**config.mk**
```make
export PLATFORM = sky130hd
export DESIGN_NAME = sql_statement_prescreen
export DESIGN_NICKNAME = d
export VERILOG_FILES = /design/src/rtl/sqlps_pkg.sv /design/src/rtl/sql_statement_prescreen.sv
export SDC_FILE = /design/constraint.sdc
export NUM_CORES = 1
export LEC_CHECK = 0
export BUFFER_PORTS_ARGS = -buffer_cell sky130_fd_sc_hd__buf_4
export CAP_MARGIN = 20
export CORE_MARGIN = 4
export CORE_UTILIZATION = 40
export CTS_BUF_LIST = sky130_fd_sc_hd__clkbuf_8 sky130_fd_sc_hd__clkbuf_16
export DETAILED_ROUTE_END_ITERATION = 10
export PLACE_DENSITY_LB_ADDON = 0.08
export SLEW_MARGIN = 20
export SYNTH_ARGS = -nofsm -noshare
export SYNTH_HDL_FRONTEND = slang
export SYNTH_SLANG_ARGS = --single-unit
export TNS_END_PERCENT = 10
```
**constraint.sdc**
```tcl
create_clock -name clk -period 5.35 [get_ports clk]
set_input_delay 1.07 -clock clk [delete_from_list [all_inputs] [get_ports clk]]
set_output_delay 1.07 -clock clk [all_outputs]
set_load 0.02 [all_outputs]
```
**src/rtl/sqlps_pkg.sv**
```systemverilog
package sqlps_pkg;

  // Byte codes used by the scanners
  localparam logic [7:0] CH_SLASH = 8'h2F;
  localparam logic [7:0] CH_STAR  = 8'h2A;
  localparam logic [7:0] CH_DASH  = 8'h2D;
  localparam logic [7:0] CH_HASH  = 8'h23;
  localparam logic [7:0] CH_SQ    = 8'h27;
  localparam logic [7:0] CH_DQ    = 8'h22;
  localparam logic [7:0] CH_BSL   = 8'h5C;
  localparam logic [7:0] CH_SEMI  = 8'h3B;
  localparam logic [7:0] CH_NL    = 8'h0A;
  localparam logic [7:0] CH_CR    = 8'h0D;
  localparam logic [7:0] CH_TAB   = 8'h09;
  localparam logic [7:0] CH_SPACE = 8'h20;

  // Longest command keyword, in characters
  localparam int CMD_CHARS = 8;

  // WHERE window: six bytes, oldest in the low byte
  localparam int WIN_BITS = 48;
  localparam logic [WIN_BITS-1:0] WIN_RESET = {6{CH_SPACE}};
  // "WHERE" as it sits in window bytes 1..5 (W lowest)
  localparam logic [39:0] WHERE_WORD = "EREHW";

  typedef enum logic [3:0] {
    QS_NORMAL, QS_SLASH, QS_DASH, QS_SQ, QS_SQ_ESC, QS_SQ_QUOTE,
    QS_DQ, QS_DQ_ESC, QS_DQ_QUOTE, QS_BLOCK, QS_BLOCK_STAR, QS_LINE
  } qs_mode_t;

  typedef enum logic [2:0] {
    SM_PLAIN, SM_SLASH, SM_DASH, SM_BLOCK, SM_BLOCK_STAR, SM_LINE
  } sm_mode_t;

  typedef enum logic [1:0] {
    KP_BEFORE, KP_IN, KP_DONE
  } kp_phase_t;

  typedef enum logic [3:0] {
    CMD_UNKNOWN, CMD_SELECT, CMD_INSERT, CMD_UPDATE, CMD_DELETE, CMD_DROP,
    CMD_TRUNCATE, CMD_ALTER, CMD_CREATE, CMD_CALL, CMD_PREPARE, CMD_EXECUTE
  } cmd_t;

  typedef enum logic [1:0] {
    ST_OK, ST_EMPTY, ST_MULTI, ST_EMPTY_STRIPPED
  } status_t;

  // Quote scanner step result
  typedef struct packed {
    qs_mode_t mode;
    logic     semi;
  } scan_t;

  // Stripper step for plain text: optional emitted byte and next mode
  typedef struct packed {
    logic       en;
    logic [7:0] data;
    sm_mode_t   mode;
  } strip_op_t;

  function automatic logic is_ws(input logic [7:0] c);
    return (c == CH_SPACE) || (c >= 8'd9 && c <= 8'd13);
  endfunction

  function automatic logic is_sep(input logic [7:0] c);
    return (c == CH_SPACE) || (c == CH_TAB) || (c == CH_CR) || (c == CH_NL);
  endfunction

  function automatic logic is_word(input logic [7:0] c);
    return (c >= "A" && c <= "Z") || (c >= "0" && c <= "9") || (c == "_");
  endfunction

  function automatic logic [7:0] to_up(input logic [7:0] c);
    return (c >= "a" && c <= "z") ? (c - 8'd32) : c;
  endfunction

  // Keyword text, first character in the low byte
  function automatic logic [CMD_CHARS*8-1:0] cmd_name(input cmd_t k);
    logic [CMD_CHARS*8-1:0] r;
    r = '0;
    unique case (k)
      CMD_SELECT:   r = 64'("TCELES");
      CMD_INSERT:   r = 64'("TRESNI");
      CMD_UPDATE:   r = 64'("ETADPU");
      CMD_DELETE:   r = 64'("ETELED");
      CMD_DROP:     r = 64'("PORD");
      CMD_TRUNCATE: r = 64'("ETACNURT");
      CMD_ALTER:    r = 64'("RETLA");
      CMD_CREATE:   r = 64'("ETAERC");
      CMD_CALL:     r = 64'("LLAC");
      CMD_PREPARE:  r = 64'("ERAPERP");
      CMD_EXECUTE:  r = 64'("ETUCEXE");
      default:      r = '0;
    endcase
    return r;
  endfunction

  function automatic logic [3:0] cmd_len(input cmd_t k);
    logic [3:0] r;
    r = 4'd0;
    unique case (k)
      CMD_DROP, CMD_CALL:                 r = 4'd4;
      CMD_ALTER:                          r = 4'd5;
      CMD_PREPARE, CMD_EXECUTE:           r = 4'd7;
      CMD_TRUNCATE:                       r = 4'd8;
      CMD_SELECT, CMD_INSERT, CMD_UPDATE,
      CMD_DELETE, CMD_CREATE:             r = 4'd6;
      default:                            r = 4'd0;
    endcase
    return r;
  endfunction

  function automatic scan_t scan_normal(input logic [7:0] c);
    scan_t r;
    r.mode = QS_NORMAL;
    r.semi = 1'b0;
    priority if (c == CH_SQ)    r.mode = QS_SQ;
    else if (c == CH_DQ)        r.mode = QS_DQ;
    else if (c == CH_SLASH)     r.mode = QS_SLASH;
    else if (c == CH_DASH)      r.mode = QS_DASH;
    else if (c == CH_HASH)      r.mode = QS_LINE;
    else if (c == CH_SEMI)      r.semi = 1'b1;
    else                        r.mode = QS_NORMAL;
    return r;
  endfunction

  // One byte through the quote/comment scanner
  function automatic scan_t scan_step(input qs_mode_t m, input logic [7:0] c);
    scan_t r;
    r.mode = m;
    r.semi = 1'b0;
    unique case (m)
      QS_SLASH:      if (c == CH_STAR) r.mode = QS_BLOCK; else r = scan_normal(c);
      QS_DASH:       if (c == CH_DASH) r.mode = QS_LINE; else r = scan_normal(c);
      QS_SQ: begin
        if (c == CH_BSL) r.mode = QS_SQ_ESC;
        else if (c == CH_SQ) r.mode = QS_SQ_QUOTE;
      end
      QS_SQ_ESC:     r.mode = QS_SQ;
      QS_SQ_QUOTE:   if (c == CH_SQ) r.mode = QS_SQ; else r = scan_normal(c);
      QS_DQ: begin
        if (c == CH_BSL) r.mode = QS_DQ_ESC;
        else if (c == CH_DQ) r.mode = QS_DQ_QUOTE;
      end
      QS_DQ_ESC:     r.mode = QS_DQ;
      QS_DQ_QUOTE:   if (c == CH_DQ) r.mode = QS_DQ; else r = scan_normal(c);
      QS_BLOCK:      if (c == CH_STAR) r.mode = QS_BLOCK_STAR;
      QS_BLOCK_STAR: begin
        if (c == CH_SLASH) r.mode = QS_NORMAL;
        else if (c != CH_STAR) r.mode = QS_BLOCK;
      end
      QS_LINE:       if (c == CH_NL) r.mode = QS_NORMAL;
      default:       r = scan_normal(c);
    endcase
    return r;
  endfunction

  // Stripper on a plain-text byte; slash and dash as final byte stay text
  function automatic strip_op_t strip_plain(input logic [7:0] c, input logic last);
    strip_op_t r;
    r.en   = 1'b0;
    r.data = c;
    r.mode = SM_PLAIN;
    priority if (c == CH_SLASH) begin
      if (last) r.en = 1'b1; else r.mode = SM_SLASH;
    end else if (c == CH_DASH) begin
      if (last) r.en = 1'b1; else r.mode = SM_DASH;
    end else if (c == CH_HASH) begin
      r.mode = SM_LINE;
    end else begin
      r.en = 1'b1;
    end
    return r;
  endfunction

endpackage

```
**src/rtl/sql_statement_prescreen.sv**
```systemverilog
// SQL statement prescreen: one statement streamed in, one byte per beat.
// Throughput: one byte per cycle; tready drops only while both result stages are
// full. Each byte updates all three trackers (up to two stripped bytes) as it is accepted.
// The result of a statement is registered into the output stage when its last beat is
// accepted, or into the skid stage while the output stage is held, and moves up once taken.
// Reset (rst, synchronous, active high) idles every tracker and empties both result stages.
module sql_statement_prescreen #(
  parameter int KEYWORD_CHARS = 8
) (
  input  logic       clk,
  input  logic       rst,
  input  logic       s_axis_tvalid,
  output logic       s_axis_tready,
  input  logic [7:0] s_axis_tdata,   // [7:0] byte_req
  input  logic       s_axis_tlast,
  output logic       m_axis_tvalid,
  input  logic       m_axis_tready,
  output logic [7:0] m_axis_tdata    // [3:0] command, [5:4] status, [6] where flag
);
  import sqlps_pkg::*;

  localparam int CW      = $clog2(KEYWORD_CHARS + 1);
  localparam int KW_BITS = KEYWORD_CHARS * 8;
  localparam logic [CW-1:0] KW_MAX = CW'(KEYWORD_CHARS);

  // Stripped-text tracker state: first-token matcher and WHERE detector
  typedef struct packed {
    kp_phase_t           phase;
    logic                bad;
    logic                run_active;
    logic                run_vf;
    logic                run_sep;
    logic [CW-1:0]       count;
    logic [KW_BITS-1:0]  chars;
    logic                nonspace;
    logic [WIN_BITS-1:0] window;
    logic                found;
  } feed_t;

  localparam feed_t FEED_RESET = '{
    phase: KP_BEFORE, bad: 1'b0, run_active: 1'b0, run_vf: 1'b0, run_sep: 1'b0,
    count: '0, chars: '0, nonspace: 1'b0, window: WIN_RESET, found: 1'b0
  };

  function automatic logic where_end(input logic [WIN_BITS-1:0] w);
    return !is_word(w[7:0]) && (w[47:8] == WHERE_WORD);
  endfunction

  // One stripped byte through the token matcher and WHERE window
  function automatic feed_t feed(input feed_t s, input logic [7:0] raw);
    feed_t      n;
    logic [7:0] c;
    logic       ws;
    logic       add;
    n   = s;
    c   = to_up(raw);
    ws  = is_ws(c);
    add = 1'b0;
    if (!ws) n.nonspace = 1'b1;

    unique case (s.phase)
      KP_BEFORE: begin
        if (!ws) begin
          n.phase = KP_IN;
          add     = 1'b1;
        end
      end
      KP_IN: begin
        if (ws) begin
          n.run_active = 1'b1;
          if (is_sep(c)) n.run_sep = 1'b1;
          else if (!s.run_sep) n.run_vf = 1'b1;
        end else if (s.run_active) begin
          if (s.run_vf) n.bad = 1'b1;
          n.run_active = 1'b0;
          n.run_vf     = 1'b0;
          n.run_sep    = 1'b0;
          if (s.run_sep) n.phase = KP_DONE;
          else add = 1'b1;
        end else begin
          add = 1'b1;
        end
      end
      default: ;
    endcase

    // Append to the token buffer, or flag it too long
    if (add) begin
      if (s.count < KW_MAX) begin
        for (int i = 0; i < KEYWORD_CHARS; i++) begin
          if (s.count == CW'(i)) n.chars[i*8 +: 8] = c;
        end
        n.count = CW'(s.count + 1'b1);
      end else begin
        n.bad = 1'b1;
      end
    end

    if (where_end(s.window) && !is_word(c)) n.found = 1'b1;
    n.window = {c, s.window[WIN_BITS-1:8]};
    return n;
  endfunction

  // Tracker registers
  qs_mode_t qs_mode, qs_mode_next;
  logic     semi_seen, semi_seen_next;
  sm_mode_t sm_mode, sm_mode_next;
  logic     raw_nonspace, raw_nonspace_next;
  feed_t    fs, fs_next;

  // Result stages
  logic       out_valid, skid_valid;
  logic [6:0] out_data, skid_data;

  logic       s_fire, m_fire;
  logic [7:0] c_in;
  logic       last_in;
  scan_t      scan;
  logic       f1_en, f2_en;
  logic [7:0] f1_byte, f2_byte;
  strip_op_t  pop;
  feed_t      fs1, fs2;
  cmd_t       cmd_res;
  status_t    st_res;
  logic       where_res;
  logic [6:0] res;

  assign s_fire  = s_axis_tvalid && s_axis_tready;
  assign m_fire  = m_axis_tvalid && m_axis_tready;
  assign c_in    = s_axis_tdata;
  assign last_in = s_axis_tlast;

  // Quote scanner and raw non-space flag
  always_comb begin
    scan              = scan_step(qs_mode, c_in);
    qs_mode_next      = scan.mode;
    semi_seen_next    = semi_seen | scan.semi;
    raw_nonspace_next = raw_nonspace | !is_ws(c_in);
  end

  // Comment stripper: up to two bytes emitted per input byte
  always_comb begin
    pop          = strip_plain(c_in, last_in);
    f1_en        = 1'b0;
    f1_byte      = CH_SPACE;
    f2_en        = 1'b0;
    f2_byte      = c_in;
    sm_mode_next = sm_mode;
    unique case (sm_mode)
      SM_SLASH: begin
        if (c_in == CH_STAR) begin
          if (last_in) begin
            f1_en        = 1'b1;
            sm_mode_next = SM_PLAIN;
          end else begin
            sm_mode_next = SM_BLOCK;
          end
        end else begin
          f1_en        = 1'b1;
          f1_byte      = CH_SLASH;
          f2_en        = pop.en;
          sm_mode_next = pop.mode;
        end
      end
      SM_DASH: begin
        if (c_in == CH_DASH) begin
          sm_mode_next = SM_LINE;
        end else begin
          f1_en        = 1'b1;
          f1_byte      = CH_DASH;
          f2_en        = pop.en;
          sm_mode_next = pop.mode;
        end
      end
      SM_BLOCK, SM_BLOCK_STAR: begin
        if (sm_mode == SM_BLOCK_STAR && c_in == CH_SLASH) begin
          f1_en        = 1'b1;
          sm_mode_next = SM_PLAIN;
        end else if (last_in) begin
          // unterminated comment: one space, then the byte as text
          f1_en        = 1'b1;
          f2_en        = pop.en;
          sm_mode_next = pop.mode;
        end else begin
          sm_mode_next = (c_in == CH_STAR) ? SM_BLOCK_STAR : SM_BLOCK;
        end
      end
      SM_LINE: begin
        if (c_in == CH_NL) begin
          f2_en        = 1'b1;
          sm_mode_next = SM_PLAIN;
        end
      end
      default: begin
        f2_en        = pop.en;
        sm_mode_next = pop.mode;
      end
    endcase
  end

  // Two chained passes through the stripped-text tracker
  always_comb begin
    fs1     = f1_en ? feed(fs, f1_byte) : fs;
    fs2     = f2_en ? feed(fs1, f2_byte) : fs1;
    fs_next = fs2;
  end

  // Classification on the final byte
  always_comb begin
    cmd_res   = CMD_UNKNOWN;
    where_res = 1'b0;
    priority if (!raw_nonspace_next) begin
      st_res = ST_EMPTY;
    end else if (semi_seen_next) begin
      st_res = ST_MULTI;
    end else if (!fs2.nonspace) begin
      st_res = ST_EMPTY_STRIPPED;
    end else begin
      st_res    = ST_OK;
      where_res = fs2.found || where_end(fs2.window);
      if (!fs2.bad && fs2.phase != KP_BEFORE) begin
        for (int k = int'(CMD_EXECUTE); k >= int'(CMD_SELECT); k--) begin
          if (32'(fs2.count) == 32'(cmd_len(cmd_t'(k))) &&
              (fs2.chars[CMD_CHARS*8-1:0] &
               ((64'h1 << (8 * cmd_len(cmd_t'(k)))) - 64'h1)) == cmd_name(cmd_t'(k)))
            cmd_res = cmd_t'(k);
        end
      end
    end
    res = {where_res, st_res, cmd_res};
  end

  // Tracker state: back to idle after each statement
  always_ff @(posedge clk) begin
    if (rst) begin
      qs_mode      <= QS_NORMAL;
      semi_seen    <= 1'b0;
      sm_mode      <= SM_PLAIN;
      raw_nonspace <= 1'b0;
      fs           <= FEED_RESET;
    end else if (s_fire) begin
      if (last_in) begin
        qs_mode      <= QS_NORMAL;
        semi_seen    <= 1'b0;
        sm_mode      <= SM_PLAIN;
        raw_nonspace <= 1'b0;
        fs           <= FEED_RESET;
      end else begin
        qs_mode      <= qs_mode_next;
        semi_seen    <= semi_seen_next;
        sm_mode      <= sm_mode_next;
        raw_nonspace <= raw_nonspace_next;
        fs           <= fs_next;
      end
    end
  end

  // Output register with skid stage
  always_ff @(posedge clk) begin
    if (rst) begin
      out_valid  <= 1'b0;
      skid_valid <= 1'b0;
    end else begin
      if (m_fire) begin
        if (skid_valid) begin
          out_valid  <= 1'b1;
          skid_valid <= 1'b0;
        end else begin
          out_valid <= s_fire && last_in;
        end
      end else if (!out_valid) begin
        out_valid <= s_fire && last_in;
      end else if (s_fire && last_in) begin
        skid_valid <= 1'b1;
      end
    end
  end

  always_ff @(posedge clk) begin
    if (m_fire && skid_valid) begin
      out_data <= skid_data;
    end else if ((m_fire || !out_valid) && s_fire && last_in) begin
      out_data <= res;
    end
    if (out_valid && !m_fire && s_fire && last_in) begin
      skid_data <= res;
    end
  end

  assign s_axis_tready = !skid_valid;
  assign m_axis_tvalid = out_valid;
  assign m_axis_tdata  = {1'b0, out_data};

  // Checks
  a_skid_behind_out: assert property (@(posedge clk) disable iff (rst)
    skid_valid |-> out_valid)
    else $error("skid stage holds a result while the output stage is empty");

  a_result_follows_last: assert property (@(posedge clk) disable iff (rst)
    (s_fire && s_axis_tlast) |=> m_axis_tvalid)
    else $error("no result after the last beat of a statement");

  a_idle_after_last: assert property (@(posedge clk) disable iff (rst)
    (s_fire && s_axis_tlast) |=>
      (qs_mode == QS_NORMAL && sm_mode == SM_PLAIN && fs.phase == KP_BEFORE &&
       !semi_seen && !raw_nonspace))
    else $error("trackers not back to idle after a statement");

  a_error_clears_fields: assert property (@(posedge clk) disable iff (rst)
    (m_axis_tvalid && m_axis_tdata[5:4] != ST_OK) |->
      (m_axis_tdata[3:0] == CMD_UNKNOWN && !m_axis_tdata[6]))
    else $error("command or where flag set on an error status");

endmodule

```
# After elaboration in Yosys (flattened, before gate mapping)

Index checks and enable logic that the tools add are counted.

Bits in registers: 149
Latch bits: 0
Bits in writable memories: 0
ROM bits: 0
Bits of input ports: 13
Output and inout bits: 10
Logic and storage cells: 456
Memories: 0

$add $sub $neg: 9
Multipliers: 0
Div/mod/pow operators: 0
$lt $le $gt $ge: 32
Eq/ne operators: 80
Shift operators: 5
Muxes and demuxes: 220
Bitwise logic cells: 7
Reductions and logical operators: 85

Operators with widths:

| cell                                                                                 | count |
|---|---|
| 64-bit two-way mux                                                                   | 44 |
| 64-bit == test                                                                       | 11 |
| 124-bit two-way mux                                                                  | 3 |
| 64-bit AND                                                                           | 5 |
| 1-bit by 7-bit << shifter with 64-bit output (first input constant)                  | 5 |
| 64-bit by 1-bit subtractor with 64-bit output (second input constant)                | 5 |
| 68-bit two-way mux                                                                   | 4 |
| 4-bit two-way mux                                                                    | 60 |
| 8-bit two-way mux                                                                    | 18 |
| 40-bit by 39-bit == test with 1-bit output (second input constant)                   | 3 |
| 8-bit by 6-bit == test with 1-bit output (second input constant)                     | 10 |
| 1-bit two-way mux                                                                    | 57 |
| 8-bit by 4-bit == test with 1-bit output (second input constant)                     | 7 |
| 8-bit by 7-bit greater-or-equal comparator with 1-bit output (second input constant) | 7 |
| 8-bit by 7-bit less-or-equal comparator with 1-bit output (second input constant)    | 7 |
| 8-bit by 7-bit == test with 1-bit output (second input constant)                     | 6 |
| 4-bit by 3-bit == test with 1-bit output (second input constant)                     | 11 |
| 1-bit logical AND                                                                    | 42 |
| 8-bit by 6-bit greater-or-equal comparator with 1-bit output (second input constant) | 5 |
| 8-bit by 6-bit less-or-equal comparator with 1-bit output (second input constant)    | 5 |
| 4-bit case mux with 10 select lines                                                  | 1 |
| 3-bit two-way mux                                                                    | 13 |
| 4-bit by 2-bit == test with 1-bit output (second input constant)                     | 6 |
| 8-bit by 4-bit greater-or-equal comparator with 1-bit output (second input constant) | 3 |
| 33 further kinds                                                                     | 100 |

# Longest topological paths before layout

Gate-level depths: netlist (run 1).

Word-level depth: 53
Gate-level depth with buffers: 18
Mapped depth without buffers: 14

# Least setup slack after synthesis (run 1)

Ideal clock, no wire load.

Kind: input to register
Start: input s_axis_tdata[0]
End: register out_data[2], data pin
Library setup time: 0.260 ns
Arrival time: 4.716 ns
Data required time: 5.090 ns
Setup slack: 0.374 ns
Stages: 15
Buffers on the path: 2
Cells stage by stage: and4b_1 -> clkbuf_1 -> a21o_2 -> a211oi_4 -> mux2i_1 -> ha_1 -> and3_1 -> buf_2 -> a21oi_1 -> a2111o_1 -> nand4bb_1 -> or2_1 -> o41ai_2 -> a211oi_2 -> mux2_2

Longest elaborated chain between the ends: 39
Elaborated cells on any way between the ends: 184
Those cells by class: 3 x add/sub; 11 x order compare; 37 x eq/ne; 98 x mux; 7 x bitwise; 28 x reduce/logical

Ends and longest elaborated chain:

| what                                                                                                                  | line                           | text |
|---|---|---|
| start, declared                                                                                                       | sql_statement_prescreen.sv:14  | `input logic [7:0] s_axis_tdata,` |
| parallel branches: the longest is 36 deep, another holds 8-bit by 7-bit greater-or-equal comparator with 1-bit output | n/a                            |  |
| 4-bit two-way mux (*)                                                                                                 | sql_statement_prescreen.sv:212 | `priority if (!raw_nonspace_next) begin` |
| net cmd_res[2]                                                                                                        | sql_statement_prescreen.sv:123 | `cmd_t cmd_res;` |
| 7-bit two-way mux (*)                                                                                                 | sql_statement_prescreen.sv:282 | `end else if ((m_fire \|\| !out_valid) && s_fire && last_in) begin` |
| 7-bit two-way mux (*)                                                                                                 | sql_statement_prescreen.sv:280 | `if (m_fire && skid_valid) begin` |
| end signal, assigned                                                                                                  | sql_statement_prescreen.sv:281 | `out_data <= skid_data;` |
| end signal, assigned                                                                                                  | sql_statement_prescreen.sv:283 | `out_data <= res;` |
| end, declared                                                                                                         | sql_statement_prescreen.sv:113 | `logic [6:0] out_data, skid_data;` |

Mark *: on every way through the listed nets, which the timed path passes. The select of a mux whose other input is x is not followed.
A chain may end at the register's enable or synchronous reset.

# Final worst setup path (run 1)

Start: input s_axis_tdata[2]
End: register out_data[0], data pin

Longest elaborated chain between the ends: 40
Elaborated cells on any way between the ends: 187
Those cells by class: 3 x add/sub; 11 x order compare; 38 x eq/ne; 99 x mux; 7 x bitwise; 29 x reduce/logical

Ends and longest elaborated chain:

| what                                                                                                                  | line |
|---|---|
| parallel branches: the longest is 37 deep, another holds 8-bit by 7-bit greater-or-equal comparator with 1-bit output | n/a |
| 4-bit two-way mux (*)                                                                                                 | sql_statement_prescreen.sv:212 |
| 7-bit two-way mux (*)                                                                                                 | sql_statement_prescreen.sv:282 |
| 7-bit two-way mux (*)                                                                                                 | sql_statement_prescreen.sv:280 |

Mark *: on every way between the ends. The select of a mux whose other input is x is not followed.

==> flow_summary_export.csv, run 1 <==
group,metric,value,unit
hold_path,hold_path.class,"register to register",
finish,area_delta_synth_final,17.13,%
timing,setup_tns,0,ps
timing,timing.final.crit_period,5055,ps
timing,timing.final.crit_share,94.49,%
routing,wl_met2,19730,microns
yosys,synthArstFlopShare,0,%
yosys,synth_top_cell_area_share,25.19,%
timing,rsz0062_at_grt,"false",
floorplan,rows,59,
yosys,synth_seq_cells,149,
timing,maxSlewHeadroom,35.46,%
finish,regArea,0.003123,sq mm
clock_tree,cts_made_buffers,17,
clock_tree,root_buffer,"clkbuf_16",
yosys,ys.flop_type,"dfxtp_1",
grt,grt_pass1_wl,69490,microns
grt,grt_pass1_vias,11140,
hold_path,hp-start,"fs[106]",
timing,drv_slew,0,
critical_path,cp-start-kind,"input pin",
yosys,ys_warn_count,0,
critical_path,reg2reg_from,"sm_mode[1]",
timing,hold_slack,487.7,ps
finish,multi_input_area,0.007106,sq mm
clock_tree,clkLatencyLatePin,440,ps
floorplan,start_util,40.95,%
finish,antenna_cells,0,
placed_design,io_buffer_count,21,
power_and_ir_drop,ir_worst_vdd,0.2109,mV
yosys,synth_edf_count,14,
clock_tree,clk_pin_slew_worst_paths,80,ps
yosys,postSynthCellCount,1443,
clock_tree,cts_buffer_depth,2,
clock_tree,cts_resized,0,
finish,fin_util,47.96,%
clock_tree,postCtsSetupRepairBufs,0,
routing,routedWlPerCell,24.40,microns
grt,grt_usage,30.43,%
yosys,synth.most_common_cell,"nor2_1",
finish,final_nets,1538,
yosys,yosysTopAreaCell,"dfxtp_1",
floorplan,io-pin-count,23,
routing,wl_met3,3198,microns
power_and_ir_drop,p_leak,4.554,nW
timing,setup_viol,0,
clock_tree,cts_tree,"yes",
power_and_ir_drop,power_density,227.9,mW/mm^2
finish,drive_above_1_share,16.68,%
critical_path,path_class,"input pin to register",
critical_path,path_max_fanout,12,
floorplan,core_area,0.02621,sq mm
timing,hold_violations,0,
placed_design,hpwl,34020,microns
grt,antenna_found_initial,1,
routing,via_per_inst,6.499,
yosys,ys_seq_area_share,29.10,%
yosys,synth_commonest_cells,"nor2_1 (221), dfxtp_1 (135), a21oi_1 (103)",
grt,grt_max_degree,69,
yosys,syn_nets,1465,
floorplan,fp.dieW,171.8,microns
clock_tree,hold_buffers,0,
yosys,synth_cell_type_count,100,
critical_path,worstPathArrival,5310,ps
timing,fin_skew,14.83,ps
finish,fillCellCount,2642,
yosys,synth.area.top_cells,"dfxtp_1 (25%), nor2_1 (7.7%), a21oi_1 (4.8%)",
floorplan,chipHeight,171.8,microns
routing,routed_wl,45490,microns
clock_tree,cts_sinks,149,
routing,vias,12120,
yosys,synth_area,0.01073,sq mm
routing,post-route-drc-count,0,
timing,max_freq,197.8,MHz
routing,antenna_left,0,
routing,dr.max_layer_used,"met4",
critical_path,crit_required,5600,ps
routing,first_pass_iters,6,
critical_path,setup.worst_path.end_class,"register",
yosys,syn_area_per_cell,7.436,sq um
timing,worst_slew_pin_slew,968.2,ps
clock_tree,htreeDepth,4,
floorplan,die-area,0.02951,sq mm
placed_design,place_congestion,1.043,
critical_path,crit_start,"s_axis_tdata[2]",
grt,gr-total-overflow,0,
routing,drtIter0Drc,1423,
flow_run,cap_violations,0,
status,status,"finished clean",
routing,m1WireLength,21530,microns
## through the flow
| stage | power, mW | setup WS [ps] | std cells | instance area (sq um) |
|---|---|---|---|---|
| floorplan | 1.396 | 374.4 | 1443 | 10730 |
| global route | 2.948 | 186.2 | 1864 | 12570 |
| global placement | 1.552 | -155.2 | 1831 | 11940 |
| detailed placement | 1.549 | -55.94 | 1831 | 11950 |
| CTS | 2.877 | 389.1 | 1863 | 12560 |
| finish | 2.864 | 295.0 | 1864 | 12570 |
## state kept, by name, summed over array words and instances (netlist names), 3 cells and up
name / flops
sm_mode: 3
qs_mode: 4
skid_data: 7
fs: 124
out_data: 7
## per-layer routing
| metal | up-vias | GRT usage [%] |
|---|---|---|
| met5 | - | 0 |
| met2 | 550 | 46.01 |
| met4 | 0 | 7.450 |
| met1 | 5873 | 45.27 |
| li1 | 5630 | - |
| met3 | 62 | 4.872 |
## cell usage in the layout, fill, tap and decap left out, types with 11 or more instances in the layout
cell type / count
edfxtp_1: 14
o211ai_1: 17
nor4b_1: 12
o21ai_0: 99
and3_1: 18
or3_1: 23
o221a_2: 11
dfxtp_1: 135
a21oi_1: 102
mux2i_1: 15
nor2_1: 220
nand2b_1: 27
o31ai_1: 19
nand2_1: 97
a22oi_1: 63
nor3_1: 52
o22ai_1: 39
nand3_1: 41
nor3b_1: 14
a211oi_1: 17
buf_4: 155
inv_1: 21
nor2b_1: 15
clkbuf_16: 17
nor4_1: 21
nand4_1: 16
## logic make-up after synthesis
kind of cell               synth area share (%)
AOI/OAI and AO/OA                         31.91
xor gates and xnor gates                 0.4897
adders and majority gates                 1.049
buffers and inverters                     4.944
DFF                                       29.10
muxes                                     1.924
other                                   0.03495
and+or+nand+nor                           30.54
## report_power, final
group | switching, mW | total [mW] | internal (mW)
Clock | 0.615 | 1.33 | 0.716
Combinational | 0.249 | 0.369 | 0.120
Sequential | 0.0227 | 1.16 | 1.14
## worst max-delay path, stage by stage
cell      delay (ps)
buf_4            160
buf_4            150
or4b_2           630
o22ai_1          250
o22a_1           220
o211ai_1         310
nand3_2          210
nor2_1           150
o41ai_2          520
o21ai_1          240
a2111o_1         490
o41ai_1          400
nor4b_1          120
buf_4            160
o31ai_1          210
## layout make-up
class                   count  area share, %
clock buffers              17          3.385
clock inverters            15          1.523
inverters                  20         0.5973
multi-input cells        1169          56.54
flip-flops and latches    149          24.85
well taps                 335          3.335
repair buffers            159          9.776
## final timing paths
check / to / slack [ps] / cells past startpoint
hold / removal: fs[106] / 490 / 2
hold reg to reg: fs[106] / 490 / 2
setup / recovery: out_data[0] / 300 / 15
setup reg to reg: out_data[0] / 480 / 15
(Power assumes the default switching activity.)
==> run 2, diff against run 1 <==
--- a/config.mk
+++ b/config.mk
@@ -7,8 +7,10 @@
 export LEC_CHECK = 0
 export BUFFER_PORTS_ARGS = -buffer_cell sky130_fd_sc_hd__buf_4
 export CAP_MARGIN = 20
+export CELL_PAD_IN_SITES_DETAIL_PLACEMENT = 1
+export CELL_PAD_IN_SITES_GLOBAL_PLACEMENT = 2
 export CORE_MARGIN = 4
-export CORE_UTILIZATION = 40
+export CORE_UTILIZATION = 38
 export CTS_BUF_LIST = sky130_fd_sc_hd__clkbuf_8 sky130_fd_sc_hd__clkbuf_16
 export DETAILED_ROUTE_END_ITERATION = 10
 export PLACE_DENSITY_LB_ADDON = 0.08
==> run 2 against run 1 <==
Against the previous run: maximum frequency shrank 0.93%; critical endpoint unchanged; critical path depth unchanged; sequential share of layout area is 0.17 points higher; via count rose by 1.4%; routed wire length rose by 8.6%; total power down 0.17%; largest power group unchanged; first-iteration DRC count decreased by 12%; die area increased by 5.0%; largest cell class unchanged; hold slack improved by 4.1 ps.
==> flow_summary_export.csv, run 2 (synthesized netlist as in run 1, its figures left out) <==
group,metric,value,unit
status,status,"finished clean",
placed_design,post_dp_cell_area,0.01186,sq mm
floorplan,fp.dieW,176.0,microns
clock_tree,clkLatencyLatePin,440,ps
grt,grt_util_met2,49.25,%
critical_path,r2r_cells,15,
finish,drive_above_1_share,15.63,%
floorplan,die-area,0.03099,sq mm
clock_tree,cts_buffer_depth,2,
floorplan,core_area,0.02786,sq mm
grt,top_usage_layer,"met2",
power_and_ir_drop,power_density,229.0,mW/mm^2
power_and_ir_drop,clock_power_share,46.0,%
critical_path,crit_required,5610,ps
clock_tree,htreeDepth,4,
timing,setup_viol,0,
critical_path,setup.worst_path.end_class,"register",
clock_tree,hold_buffers,0,
hold_path,hp-start,"fs[107]",
timing,timing.final.crit_period,5102,ps
critical_path,reg2reg_from,"sm_mode[2]",
grt,met3_usage,4.754,%
grt,grt_max_degree,81,
placed_design,io_buffer_count,21,
power_and_ir_drop,ir_worst_vdd,0.2023,mV
routing,vias,12280,
routing,via_per_inst,6.504,
grt,grt_usage,31.35,%
power_and_ir_drop,p_leak,4.463,nW
critical_path,cp-start-kind,"input pin",
finish,regMostFlops,"fs",
routing,drtIter0Drc,1246,
finish,final_nets,1520,
finish,fin_util,44.81,%
placed_design,hpwl,36420,microns
floorplan,chipHeight,176.0,microns
routing,first_pass_iters,5,
grt,antenna_found_initial,0,
finish,antenna_cells,0,
floorplan,start_util,38.52,%
clock_tree,cts_tree,"yes",
power_and_ir_drop,p_sw,0.8299,mW
power_and_ir_drop,internal_power,2.029,mW
power_and_ir_drop,p_sw_share,29.03,%
timing,hold_violations,0,
critical_path,worstPathArrival,5360,ps
finish,final_common_cell,"nor2_1",
floorplan,rows,61,
routing,routedWlPerCell,26.17,microns
grt,met1_usage,44.89,%
timing,hold_slack,491.8,ps
clock_tree,clk_pin_slew_worst_paths,70,ps
clock_tree,postCtsSetupRepairBufs,0,
clock_tree,cts_made_buffers,17,
timing,maxSlewHeadroom,22.67,%
hold_path,hold_path.class,"register to register",
critical_path,path_max_fanout,10,
placed_design,place_congestion,1.019,
hold_path,hold_path_depth,2,
timing,drv_slew,0,
floorplan,io-pin-count,23,
grt,grt_pass1_vias,12270,
finish,fin_area,0.01248,sq mm
routing,routed_wl,49400,microns
grt,gr-total-overflow,0,
finish,final_cell_mix,"nor2_1 (220), buf_4 (139), dfxtp_1 (135)",
timing,setup_tns,0,ps
timing,fin_skew,15.57,ps
timing,timing.final.crit_share,95.37,%
finish,largestRegisters,"fs x124, out_data x7, skid_data x7",
routing,antenna_left,0,
clock_tree,cts_resized,0,
finish,largest_reg_flops,124,
finish,area_delta_synth_final,16.32,%
flow_run,cap_violations,0,
power_and_ir_drop,p_comb_share,13.2,%
timing,worst_slew_pin_slew,1157,ps
clock_tree,cts_sinks,149,
timing,max_freq,196.0,MHz
grt,grt_pass1_wl,75750,microns
clock_tree,root_buffer,"clkbuf_16",
routing,post-route-drc-count,0,
critical_path,crit_start,"s_axis_tdata[6]",
power_and_ir_drop,power_frac_seq,40.8,%
timing,rsz0062_at_grt,"false",
critical_path,path_class,"input pin to register",
## run 2: per-layer routing
| metal | vias up | share of wire [%] |
|---|---|---|
| li1 | 5598 | - |
| met1 | 6188 | 47 |
| met2 | 428 | 45 |
| met3 | 66 | 6.0 |
| met4 | 0 | 2.3 |
| met5 | - | 0 |
## run 2: power by group through the flow
stage | sequential (mW) | clock (mW) | combinational, mW
5_1_grt | 1.17 | 1.39 | 0.400
4_1_cts | 1.17 | 1.34 | 0.369
3_3_place_gp | 1.19 | 0 | 0.365
2_1_floorplan | 1.18 | 0 | 0.212
3_5_place_dp | 1.19 | 0 | 0.367
6_report | 1.17 | 1.32 | 0.377
## run 2: path summary, 6_finish.rpt
check,end,slack (ps)
setup / recovery,out_data[0],250
hold / removal,fs[107],490
setup reg to reg,out_data[0],270
hold reg to reg,fs[107],490
## run 2: layout make-up
class | count | area [sq um]
well taps | 378 | 473.0
multi-input cells | 1169 | 7107
inverters | 20 | 75.07
clock buffers | 19 | 452.9
flip-flops and latches | 149 | 3123
clock inverters | 12 | 167.7
fillers | 3450 | 15380
repair buffers | 141 | 1084
## run 2: critical path, cell delays in order
cell and delay, ps:
buf_4 130, nor4b_4 410, buf_4 200, a211oi_1 90, a311oi_2 320, a21boi_2 560, and3_1 400, nand2_1 190
nor3_1 320, o221ai_1 250, a2111o_1 450, o41ai_1 450, nor4b_1 160, buf_4 170, o31ai_1 180
## run 2: metrics by stage
step	setup WS, ps	power, mW	std cells
5_1_grt	62.08	2.958	1888
6_report	247.6	2.859	1888
4_1_cts	331.0	2.874	1888
3_3_place_gp	-1.673	1.555	1857
3_5_place_dp	-79.29	1.557	1857
2_1_floorplan	374.4	1.396	1443
